$ cat config.mk
export PLATFORM = sky130hd
export DESIGN_NAME = substring_first_match_finder
export DESIGN_NICKNAME = d
export VERILOG_FILES = /design/src/hdl/sfmf_pkg.sv /design/src/hdl/sfmf_front.sv /design/src/hdl/sfmf_queue.sv /design/src/hdl/sfmf_back.sv /design/src/hdl/substring_first_match_finder.sv
export SDC_FILE = /design/constraint.sdc
export NUM_CORES = 1
export LEC_CHECK = 0
export BUFFER_PORTS_ARGS = -buffer_cell sky130_fd_sc_hd__buf_2
export CORE_ASPECT_RATIO = 1.1
export CORE_UTILIZATION = 58
export CTS_BUF_LIST = sky130_fd_sc_hd__clkbuf_2
export DETAILED_ROUTE_END_ITERATION = 12
export GPL_TIMING_DRIVEN = 0
export PLACE_DENSITY = 0.77
export SETUP_SLACK_MARGIN = 0.2
export SYNTH_ARGS = -nofsm -noshare
export SYNTH_HDL_FRONTEND = slang
export SYNTH_SLANG_ARGS = --single-unit
export TNS_END_PERCENT = 100
$ cat constraint.sdc
create_clock -name i_clk -period 14.7 [get_ports i_clk]
set_input_delay 1.47 -clock i_clk [delete_from_list [all_inputs] [get_ports i_clk]]
set_output_delay 1.47 -clock i_clk [all_outputs]
set_load 0.05 [all_outputs]
$ cat src/hdl/sfmf_pkg.sv
// shared types and constants of the substring first match finder
package sfmf_pkg;

    localparam int PATTERN_MAX_DEF = 16;
    localparam int QUEUE_DEPTH_DEF = 4;

    localparam int BYTE_W   = 8;
    localparam int ACTION_W = 2;
    localparam int COUNT_W  = 8;

    localparam logic [COUNT_W-1:0] SOURCE_LIMIT = 8'd255;

    localparam logic [ACTION_W-1:0] ACT_CLEAR   = 2'd0;
    localparam logic [ACTION_W-1:0] ACT_PATTERN = 2'd1;
    localparam logic [ACTION_W-1:0] ACT_SOURCE  = 2'd2;
    localparam logic [ACTION_W-1:0] ACT_FINISH  = 2'd3;

    typedef enum logic [1:0] {
        OP_CLEAR,
        OP_PATTERN,
        OP_SOURCE,
        OP_FINISH
    } t_op;

    typedef struct packed {
        t_op               op;
        logic [BYTE_W-1:0] data;
    } t_cmd;

    typedef struct packed {
        logic [COUNT_W-1:0] match_start;
        logic               too_long;
        logic               overflow;
    } t_result;

endpackage

$ cat src/hdl/sfmf_front.sv
// front stage: takes input transactions and decodes them into commands
module sfmf_front
    import sfmf_pkg::*;
(
    input  logic                i_clk,
    input  logic                i_rst_n,
    input  logic                i_push,
    input  logic [ACTION_W-1:0] i_action,
    input  logic [BYTE_W-1:0]   i_data_byte,
    output logic                o_full,
    output logic                o_cmd_valid,
    output t_cmd                o_cmd,
    input  logic                i_cmd_ready
);

    logic r_valid;
    logic n_valid;
    t_cmd r_cmd;
    t_cmd n_cmd;
    logic accept;

    assign o_full      = r_valid && !i_cmd_ready;
    assign accept      = i_push && !o_full;
    assign o_cmd_valid = r_valid;
    assign o_cmd       = r_cmd;

    always_comb begin
        n_cmd      = r_cmd;
        n_valid    = r_valid && !i_cmd_ready;
        if (accept) begin
            n_valid    = 1'b1;
            n_cmd.data = i_data_byte;
            unique case (i_action)
                ACT_CLEAR:   n_cmd.op = OP_CLEAR;
                ACT_PATTERN: n_cmd.op = OP_PATTERN;
                ACT_SOURCE:  n_cmd.op = OP_SOURCE;
                ACT_FINISH:  n_cmd.op = OP_FINISH;
                default:     n_cmd.op = OP_FINISH;
            endcase
        end
    end

    always_ff @(posedge i_clk) begin
        if (!i_rst_n) begin
            r_valid <= 1'b0;
        end else begin
            r_valid <= n_valid;
        end
        r_cmd <= n_cmd;
    end

    a_full_holds_item: assert property (@(posedge i_clk) disable iff (!i_rst_n)
        o_full |-> r_valid)
        else $error("front reports full with no command held");

    a_stall_keeps_cmd: assert property (@(posedge i_clk) disable iff (!i_rst_n)
        (r_valid && !i_cmd_ready) |=> (r_valid && r_cmd == $past(r_cmd)))
        else $error("stalled command changed in front stage");

    a_accept_loads: assert property (@(posedge i_clk) disable iff (!i_rst_n)
        accept |=> (r_valid && r_cmd.data == $past(i_data_byte)))
        else $error("accepted transaction not captured");

endmodule

$ cat src/hdl/sfmf_queue.sv
// short command queue between the front and back stages
module sfmf_queue
    import sfmf_pkg::*;
#(
    parameter int DEPTH = QUEUE_DEPTH_DEF
) (
    input  logic i_clk,
    input  logic i_rst_n,
    input  logic i_wr_valid,
    input  t_cmd i_wr_cmd,
    output logic o_wr_ready,
    output logic o_rd_valid,
    output t_cmd o_rd_cmd,
    input  logic i_rd_ready
);

    localparam int PTR_W = (DEPTH > 1) ? $clog2(DEPTH) : 1;
    localparam int CNT_W = $clog2(DEPTH + 1);
    localparam logic [PTR_W-1:0] LAST_PTR = PTR_W'(DEPTH - 1);
    localparam logic [CNT_W-1:0] FULL_CNT = CNT_W'(DEPTH);

    t_cmd             r_mem [DEPTH];
    logic [PTR_W-1:0] r_wr_ptr;
    logic [PTR_W-1:0] r_rd_ptr;
    logic [CNT_W-1:0] r_count;
    logic [PTR_W-1:0] n_wr_ptr;
    logic [PTR_W-1:0] n_rd_ptr;
    logic [CNT_W-1:0] n_count;
    logic             do_wr;
    logic             do_rd;

    assign o_wr_ready = (r_count != FULL_CNT);
    assign o_rd_valid = (r_count != '0);
    assign o_rd_cmd   = r_mem[r_rd_ptr];
    assign do_wr      = i_wr_valid && o_wr_ready;
    assign do_rd      = o_rd_valid && i_rd_ready;

    always_comb begin
        n_wr_ptr = r_wr_ptr;
        n_rd_ptr = r_rd_ptr;
        n_count  = r_count;
        if (do_wr) begin
            n_wr_ptr = (r_wr_ptr == LAST_PTR) ? '0 : r_wr_ptr + 1'b1;
        end
        if (do_rd) begin
            n_rd_ptr = (r_rd_ptr == LAST_PTR) ? '0 : r_rd_ptr + 1'b1;
        end
        if (do_wr && !do_rd) begin
            n_count = r_count + 1'b1;
        end else if (do_rd && !do_wr) begin
            n_count = r_count - 1'b1;
        end
    end

    always_ff @(posedge i_clk) begin
        if (!i_rst_n) begin
            r_wr_ptr <= '0;
            r_rd_ptr <= '0;
            r_count  <= '0;
        end else begin
            r_wr_ptr <= n_wr_ptr;
            r_rd_ptr <= n_rd_ptr;
            r_count  <= n_count;
        end
        if (do_wr) begin
            r_mem[r_wr_ptr] <= i_wr_cmd;
        end
    end

    a_count_bound: assert property (@(posedge i_clk) disable iff (!i_rst_n)
        r_count <= FULL_CNT)
        else $error("queue count beyond depth");

    a_ptrs_agree: assert property (@(posedge i_clk) disable iff (!i_rst_n)
        (r_count == '0 || r_count == FULL_CNT) |-> (r_wr_ptr == r_rd_ptr))
        else $error("queue pointers disagree with count");

    a_write_lands: assert property (@(posedge i_clk) disable iff (!i_rst_n)
        (do_wr && r_count == '0) |=> (o_rd_valid && o_rd_cmd == $past(i_wr_cmd)))
        else $error("write into empty queue not visible at head");

endmodule

$ cat src/hdl/sfmf_back.sv
// back stage: pattern store, source window, parallel compare and result register
module sfmf_back
    import sfmf_pkg::*;
#(
    parameter int PATTERN_MAX = PATTERN_MAX_DEF
) (
    input  logic    i_clk,
    input  logic    i_rst_n,
    input  logic    i_cmd_valid,
    input  t_cmd    i_cmd,
    output logic    o_cmd_ready,
    output logic    o_res_valid,
    output t_result o_res,
    input  logic    i_res_ready
);

    localparam int LEN_W = $clog2(PATTERN_MAX + 1);
    localparam logic [LEN_W-1:0] LEN_FULL = LEN_W'(PATTERN_MAX);

    // r_pat[0] holds the last pattern byte, so r_pat[j] lines up with window slot j
    logic [BYTE_W-1:0]  r_pat [PATTERN_MAX];
    logic [BYTE_W-1:0]  r_win [PATTERN_MAX];
    logic [BYTE_W-1:0]  new_win [PATTERN_MAX];
    logic [LEN_W-1:0]   r_pat_len;
    logic [COUNT_W-1:0] r_src_count;
    logic [COUNT_W-1:0] r_first_match;
    logic               r_too_long;
    logic               r_overflow;
    logic               r_out_valid;
    t_result            r_out;

    logic               exec;
    logic               do_pattern;
    logic               do_source;
    logic [COUNT_W-1:0] count_inc;
    logic [COUNT_W-1:0] len_ext;
    logic [PATTERN_MAX-1:0] hit;
    logic               window_match;
    t_result            fin_res;

    assign o_cmd_ready = !(i_cmd.op == OP_FINISH) || !r_out_valid || i_res_ready;
    assign exec        = i_cmd_valid && o_cmd_ready;
    assign o_res_valid = r_out_valid;
    assign o_res       = r_out;

    assign do_pattern = exec && i_cmd.op == OP_PATTERN && r_src_count == '0
                        && r_pat_len != LEN_FULL;
    assign do_source  = exec && i_cmd.op == OP_SOURCE && r_src_count != SOURCE_LIMIT;
    assign count_inc  = r_src_count + 1'b1;
    assign len_ext    = COUNT_W'(r_pat_len);

    always_comb begin
        for (int j = 0; j < PATTERN_MAX; j++) begin
            if (j == 0) begin
                new_win[j] = i_cmd.data;
            end else begin
                new_win[j] = r_win[j-1];
            end
            hit[j] = (LEN_W'(j) >= r_pat_len) || (new_win[j] == r_pat[j]);
        end
        window_match = &hit;
    end

    always_comb begin
        fin_res.too_long = r_too_long;
        fin_res.overflow = r_overflow;
        priority if (r_too_long) begin
            fin_res.match_start = '0;
        end else if (r_pat_len == '0) begin
            fin_res.match_start = COUNT_W'(r_src_count != '0);
        end else begin
            fin_res.match_start = r_first_match;
        end
    end

    always_ff @(posedge i_clk) begin
        if (!i_rst_n) begin
            r_pat_len     <= '0;
            r_src_count   <= '0;
            r_first_match <= '0;
            r_too_long    <= 1'b0;
            r_overflow    <= 1'b0;
            r_out_valid   <= 1'b0;
        end else begin
            if (r_out_valid && i_res_ready) begin
                r_out_valid <= 1'b0;
            end
            if (exec) begin
                unique case (i_cmd.op)
                    OP_CLEAR: begin
                        r_pat_len     <= '0;
                        r_src_count   <= '0;
                        r_first_match <= '0;
                        r_too_long    <= 1'b0;
                        r_overflow    <= 1'b0;
                    end
                    OP_PATTERN: begin
                        if (r_src_count == '0) begin
                            if (r_pat_len != LEN_FULL) begin
                                r_pat_len <= r_pat_len + 1'b1;
                            end else begin
                                r_too_long <= 1'b1;
                            end
                        end
                    end
                    OP_SOURCE: begin
                        if (r_src_count == SOURCE_LIMIT) begin
                            r_overflow <= 1'b1;
                        end else begin
                            r_src_count <= count_inc;
                            if (r_first_match == '0 && !r_too_long && r_pat_len != '0
                                && count_inc >= len_ext && window_match) begin
                                r_first_match <= count_inc - len_ext + 1'b1;
                            end
                        end
                    end
                    OP_FINISH: begin
                        r_out_valid <= 1'b1;
                    end
                    default: begin
                    end
                endcase
            end
        end
        if (exec && i_cmd.op == OP_FINISH) begin
            r_out <= fin_res;
        end
        if (do_pattern) begin
            r_pat[0] <= i_cmd.data;
            for (int j = 1; j < PATTERN_MAX; j++) begin
                r_pat[j] <= r_pat[j-1];
            end
        end
        if (do_source) begin
            for (int j = 0; j < PATTERN_MAX; j++) begin
                r_win[j] <= new_win[j];
            end
        end
    end

    a_match_needs_bytes: assert property (@(posedge i_clk) disable iff (!i_rst_n)
        (r_first_match != '0) |-> (r_src_count >= len_ext && r_pat_len != '0))
        else $error("first match recorded before enough source bytes");

    a_finish_gives_result: assert property (@(posedge i_clk) disable iff (!i_rst_n)
        (exec && i_cmd.op == OP_FINISH) |=> r_out_valid)
        else $error("finish command produced no result");

    a_too_long_zero: assert property (@(posedge i_clk) disable iff (!i_rst_n)
        (r_out_valid && r_out.too_long) |-> (r_out.match_start == '0))
        else $error("match reported with overlong pattern");

    a_len_bound: assert property (@(posedge i_clk) disable iff (!i_rst_n)
        r_pat_len <= LEN_FULL)
        else $error("pattern length beyond capacity");

endmodule

$ cat src/hdl/substring_first_match_finder.sv
// top level: front decode stage, command queue and search back end
// a finish goes through the front register and the queue into the result register
// throughput: one transaction per cycle unless full, set by the combinational compare
// a finish waits in the back end only while an unread result occupies the output register
// reset is synchronous active low: clears lengths, counts, flags, queue and result valid
// pattern and window bytes are not cleared; they are only read below the tracked lengths
module substring_first_match_finder
    import sfmf_pkg::*;
#(
    parameter int PATTERN_MAX = PATTERN_MAX_DEF,
    parameter int QUEUE_DEPTH = QUEUE_DEPTH_DEF
) (
    input  logic                i_clk,
    input  logic                i_rst_n,
    input  logic                push,
    output logic                full,
    input  logic [ACTION_W-1:0] i_action,
    input  logic [BYTE_W-1:0]   i_data_byte,
    output logic                empty,
    input  logic                pop,
    output logic [COUNT_W-1:0]  o_match_start,
    output logic                o_pattern_too_long,
    output logic                o_source_overflow
);

    logic    front_valid;
    t_cmd    front_cmd;
    logic    q_wr_ready;
    logic    q_rd_valid;
    t_cmd    q_rd_cmd;
    logic    back_ready;
    logic    res_valid;
    t_result res;

    sfmf_front u_front (
        .i_clk       (i_clk),
        .i_rst_n     (i_rst_n),
        .i_push      (push),
        .i_action    (i_action),
        .i_data_byte (i_data_byte),
        .o_full      (full),
        .o_cmd_valid (front_valid),
        .o_cmd       (front_cmd),
        .i_cmd_ready (q_wr_ready)
    );

    sfmf_queue #(
        .DEPTH (QUEUE_DEPTH)
    ) u_queue (
        .i_clk      (i_clk),
        .i_rst_n    (i_rst_n),
        .i_wr_valid (front_valid),
        .i_wr_cmd   (front_cmd),
        .o_wr_ready (q_wr_ready),
        .o_rd_valid (q_rd_valid),
        .o_rd_cmd   (q_rd_cmd),
        .i_rd_ready (back_ready)
    );

    sfmf_back #(
        .PATTERN_MAX (PATTERN_MAX)
    ) u_back (
        .i_clk       (i_clk),
        .i_rst_n     (i_rst_n),
        .i_cmd_valid (q_rd_valid),
        .i_cmd       (q_rd_cmd),
        .o_cmd_ready (back_ready),
        .o_res_valid (res_valid),
        .o_res       (res),
        .i_res_ready (pop)
    );

    assign empty              = !res_valid;
    assign o_match_start      = res.match_start;
    assign o_pattern_too_long = res.too_long;
    assign o_source_overflow  = res.overflow;

endmodule

==> impl_metrics.sql <==
INSERT INTO impl_metrics (metric_group, metric, value, unit) VALUES
('run_status', 'status', 'finished clean', ''),
('detailed_routing', 'route.detailed.vias_per_inst', '5.41', ''),
('yosys', 'most_frequent_cell_after_synthesis', 'sky130_fd_sc_hd__edfxtp_1', ''),
('detailed_routing', 'detailed_router_iteration_count_before_antenna_repair', '5', ''),
('sta', 'tcrit_tclk_final', '24.5', '%'),
('die', 'floorplan.die.height', '162', 'µm'),
('die', 'fp.coreArea', '0.0228', 'mm²'),
('power', 'pwr-share-comb', '22.4', '%'),
('global_routing', 'first_global_vias', '7094', ''),
('yosys', 'synth_sequential_area_ratio', '73.8', '%'),
('yosys', 'synth.lib_cells_used.distinct', '60', ''),
('die', 'dieWidth', '147', 'µm'),
('clocking', 'worst_setup_hold_path_clk_slew', '0.11', 'ns'),
('clocking', 'cts_tree', 'yes', ''),
('global_routing', 'pin_count_of_the_biggest_net_entering_global_routing', '33', ''),
('worst_setup_path', 'r2r_start', 'u_back.r_src_count[0]', ''),
('finish', 'final_layout_size_suffix_gt1_share', '19.0', '%'),
('sta', 'clock_skew', '0.0576', 'ns'),
('detailed_routing', 'drt.antenna.violating_nets', '0', ''),
('power', 'p_sw_share', '32.2', '%'),
('sta', 'timing.final.ws_setup', '11.10', 'ns'),
('global_routing', 'grt-ovfl-total', '0', ''),
('detailed_routing', 'dr_wl_met2', '12600', 'µm'),
('sta', 'period_needed', '3.60', 'ns'),
('worst_setup_path', 'critPathArrivalTime', '4.39', 'ns'),
('sta', 'final_setup_violation_count', '0', ''),
('detailed_routing', 'highest-signal-layer', 'met4', ''),
('placed_design', 'dpl_worst_slack', '11.20', 'ns'),
('yosys', 'number_of_enable_flip_flop_cells_after_synthesis', '308', ''),
('clocking', 'post_cts_hold_buffer_count', '0', ''),
('yosys', 'ys_ff_latch', '342', ''),
('detailed_routing', 'first_iter_violations', '410', ''),
('worst_setup_path', 'worst_setup_path_start_kind', 'flip-flop', ''),
('detailed_routing', 'wl_met3', '1090', 'µm'),
('yosys', 'synth_net_count', '850', ''),
('hold_path', 'hp-start', 'u_back.r_overflow', ''),
('sta', 'unrepaired_setup_endpoints_after_global_routing', 'no', ''),
('sta', 'hold_ws', '0.424', 'ns'),
('worst_setup_path', 'crit_path_start', 'u_back.r_src_count[0]', ''),
('clocking', 'clock-sinks', '342', ''),
('clocking', 'cts-root-to-sink-buffers', '3', ''),
('worst_setup_path', 'critPathMaxFanout', '10', ''),
('power', 'power.leakage', '5.25', 'nW'),
('yosys', 'synth_area_per_cell', '16.7', 'µm²'),
('hold_path', 'worst_hold_path_type', 'reg2reg', ''),
('sta', 'max_clock_freq', '278', 'MHz'),
('yosys', 'top_cell_type_by_total_area_after_synthesis', 'sky130_fd_sc_hd__edfxtp_1', ''),
('global_routing', 'initial_antenna_violation_count', '1', ''),
('sta', 'timing_max_transition_violations_final', '0', ''),
('yosys', 'synth_top_cell_area_share', '68.8', '%'),
('clocking', 'post_cts_resize_count', '0', ''),
('die', 'floorplan.rows', '58', ''),
('worst_setup_path', 'worst_ep_required_time', '15.48', 'ns'),
('power', 'clkPwrFrac', '21.5', '%'),
('worst_setup_path', 'reg2reg_setup_slack', '11.10', 'ns'),
('yosys', 'syn-instance-count', '807', ''),
('flow_run', 'cap_viol_max_count', '0', ''),
('detailed_routing', 'wl_cell', '17.8', 'µm'),
('die', 'starting_density_of_the_core', '59.0', '%'),
('power', 'p_seq_share', '56.2', '%'),
('detailed_routing', 'num_vias', '6968', ''),
('yosys', 'ys_async_sr_fraction', '0', '%'),
('finish', 'post-route-util', '65.4', '%'),
('detailed_routing', 'detail_route.wirelength', '22900', 'µm'),
('detailed_routing', 'drc', '0', ''),
('worst_setup_path', 'setup.worst_path.class', 'reg2reg', ''),
('finish', 'num-nets-final', '971', ''),
('clocking', 'postcts_setup_bufs', '0', ''),
('sta', 'slew_headroom', '35.9', '%'),
('die', 'die_area', '0.0238', 'mm²'),
('yosys', 'synth.yosys.warnings', '0', '');
[registers in the layout (all words and copies together), names as in the netlist, named ones only]
register,flops
u_back.o_res,10
u_back.o_res_valid,1
u_back.r_first_match,8
u_back.r_overflow,1
u_back.r_pat,128
u_back.r_pat_len,5
u_back.r_src_count,8
u_back.r_too_long,1
u_back.r_win,120
u_front.o_cmd,10
u_front.o_cmd_valid,1
u_queue.r_count,3
u_queue.r_mem,40
u_queue.r_rd_ptr,2
u_queue.r_wr_ptr,2
[cell type report]
cell class,count,area (µm²)
antenna,1,2.50
inverter,25,93.8
multi-input combinational,426,3380
buffer,14,70.1
timing repair buffer,38,330
sequential,342,9930
clock buffer,114,571
tap,300,375
fill,1646,7880
clock inverter,29,160
[worst max-delay path, cell delays in order, from the launching register on]
cell and delay [ns]:
sky130_fd_sc_hd__dfxtp_1 0.55, sky130_fd_sc_hd__ha_1 0.20, sky130_fd_sc_hd__clkbuf_1 0.37, sky130_fd_sc_hd__nand2_1 0.12, sky130_fd_sc_hd__or2_2 0.30, sky130_fd_sc_hd__xor2_1 0.29
sky130_fd_sc_hd__ha_1 0.22, sky130_fd_sc_hd__a221oi_1 0.10, sky130_fd_sc_hd__a2111oi_0 0.44, sky130_fd_sc_hd__nand4_1 0.14, sky130_fd_sc_hd__or4_1 0.48, sky130_fd_sc_hd__buf_6 0.18
sky130_fd_sc_hd__o21ai_2 0.12
[layout by cell type (no fill, tap or decap), types with 3 or more instances in the layout]
master	netlist	routed
sky130_fd_sc_hd__fa_1	3	3
sky130_fd_sc_hd__o211ai_1	3	3
sky130_fd_sc_hd__mux4_1	6	6
sky130_fd_sc_hd__mux2i_1	4	4
sky130_fd_sc_hd__or3_1	3	3
sky130_fd_sc_hd__inv_1	25	25
sky130_fd_sc_hd__and2_1	17	17
sky130_fd_sc_hd__clkinv_2	0	6
sky130_fd_sc_hd__buf_2	1	24
sky130_fd_sc_hd__a22oi_1	3	3
sky130_fd_sc_hd__clkbuf_2	1	115
sky130_fd_sc_hd__clkinv_1	0	17
sky130_fd_sc_hd__buf_12	0	4
sky130_fd_sc_hd__o21ai_2	8	8
sky130_fd_sc_hd__nand4_1	11	11
sky130_fd_sc_hd__xor2_1	119	119
sky130_fd_sc_hd__mux4_2	4	4
sky130_fd_sc_hd__buf_8	0	3
sky130_fd_sc_hd__nand2b_1	3	3
sky130_fd_sc_hd__nor4_1	29	29
sky130_fd_sc_hd__ha_1	26	26
sky130_fd_sc_hd__edfxtp_1	308	308
sky130_fd_sc_hd__nor2b_1	11	11
sky130_fd_sc_hd__nor3_1	10	10
sky130_fd_sc_hd__a21oi_1	19	19
sky130_fd_sc_hd__buf_6	2	10
sky130_fd_sc_hd__dfxtp_1	34	34
sky130_fd_sc_hd__xnor2_1	26	26
sky130_fd_sc_hd__clkbuf_1	10	10
sky130_fd_sc_hd__nor2_1	27	26
sky130_fd_sc_hd__o21ai_0	13	13
sky130_fd_sc_hd__nand3_1	7	7
sky130_fd_sc_hd__nand2_1	30	30
sky130_fd_sc_hd__a21boi_0	5	5
[layer usage]
metal	track usage (%)	vias to the layer above
li1	-	3322
met1	22.0	3434
met2	36.7	176
met5	0	-
met4	8.39	0
met3	4.89	36
[power by group through the flow]
stage | logic [mW] | registers (mW) | clock network, mW
CTS | 0.627 | 1.54 | 0.607
floorplan | 0.379 | 1.62 | 0
detailed placement | 0.624 | 1.56 | 0
global route | 0.673 | 1.56 | 0.656
global placement | 0.552 | 1.65 | 0
finish | 0.613 | 1.54 | 0.587
[final timing paths]
check | end | cells after the start
min | u_back.o_res[0] | 0
max reg2reg | u_back.r_first_match[3] | 12
min reg2reg | u_back.o_res[0] | 0
max | u_back.r_first_match[3] | 12
[metrics by stage]
stage	cell area, µm²	setup TNS, ns	total power [mW]	cells
floorplan	13400	0	2.00	807
global placement	13900	-714.19	2.20	1130
detailed placement	14200	0	2.19	1145
CTS	14900	0	2.77	1288
global route	14900	0	2.89	1289
finish	14900	0	2.74	1289
[logic make-up after synthesis]
| logic type | after synthesis | synth area share [%] |
|---|---|---|
| DFF | 342 | 73.8 |
| adders and majority gates | 29 | 2.87 |
| AOI/OAI and AO/OA | 78 | 4.08 |
| muxes | 14 | 2.14 |
| and+or+nand+nor | 160 | 6.40 |
| buffers and inverters | 39 | 1.22 |
| xor gates and xnor gates | 145 | 9.44 |
No activity file was read; power rests on OpenSTA's default activity.
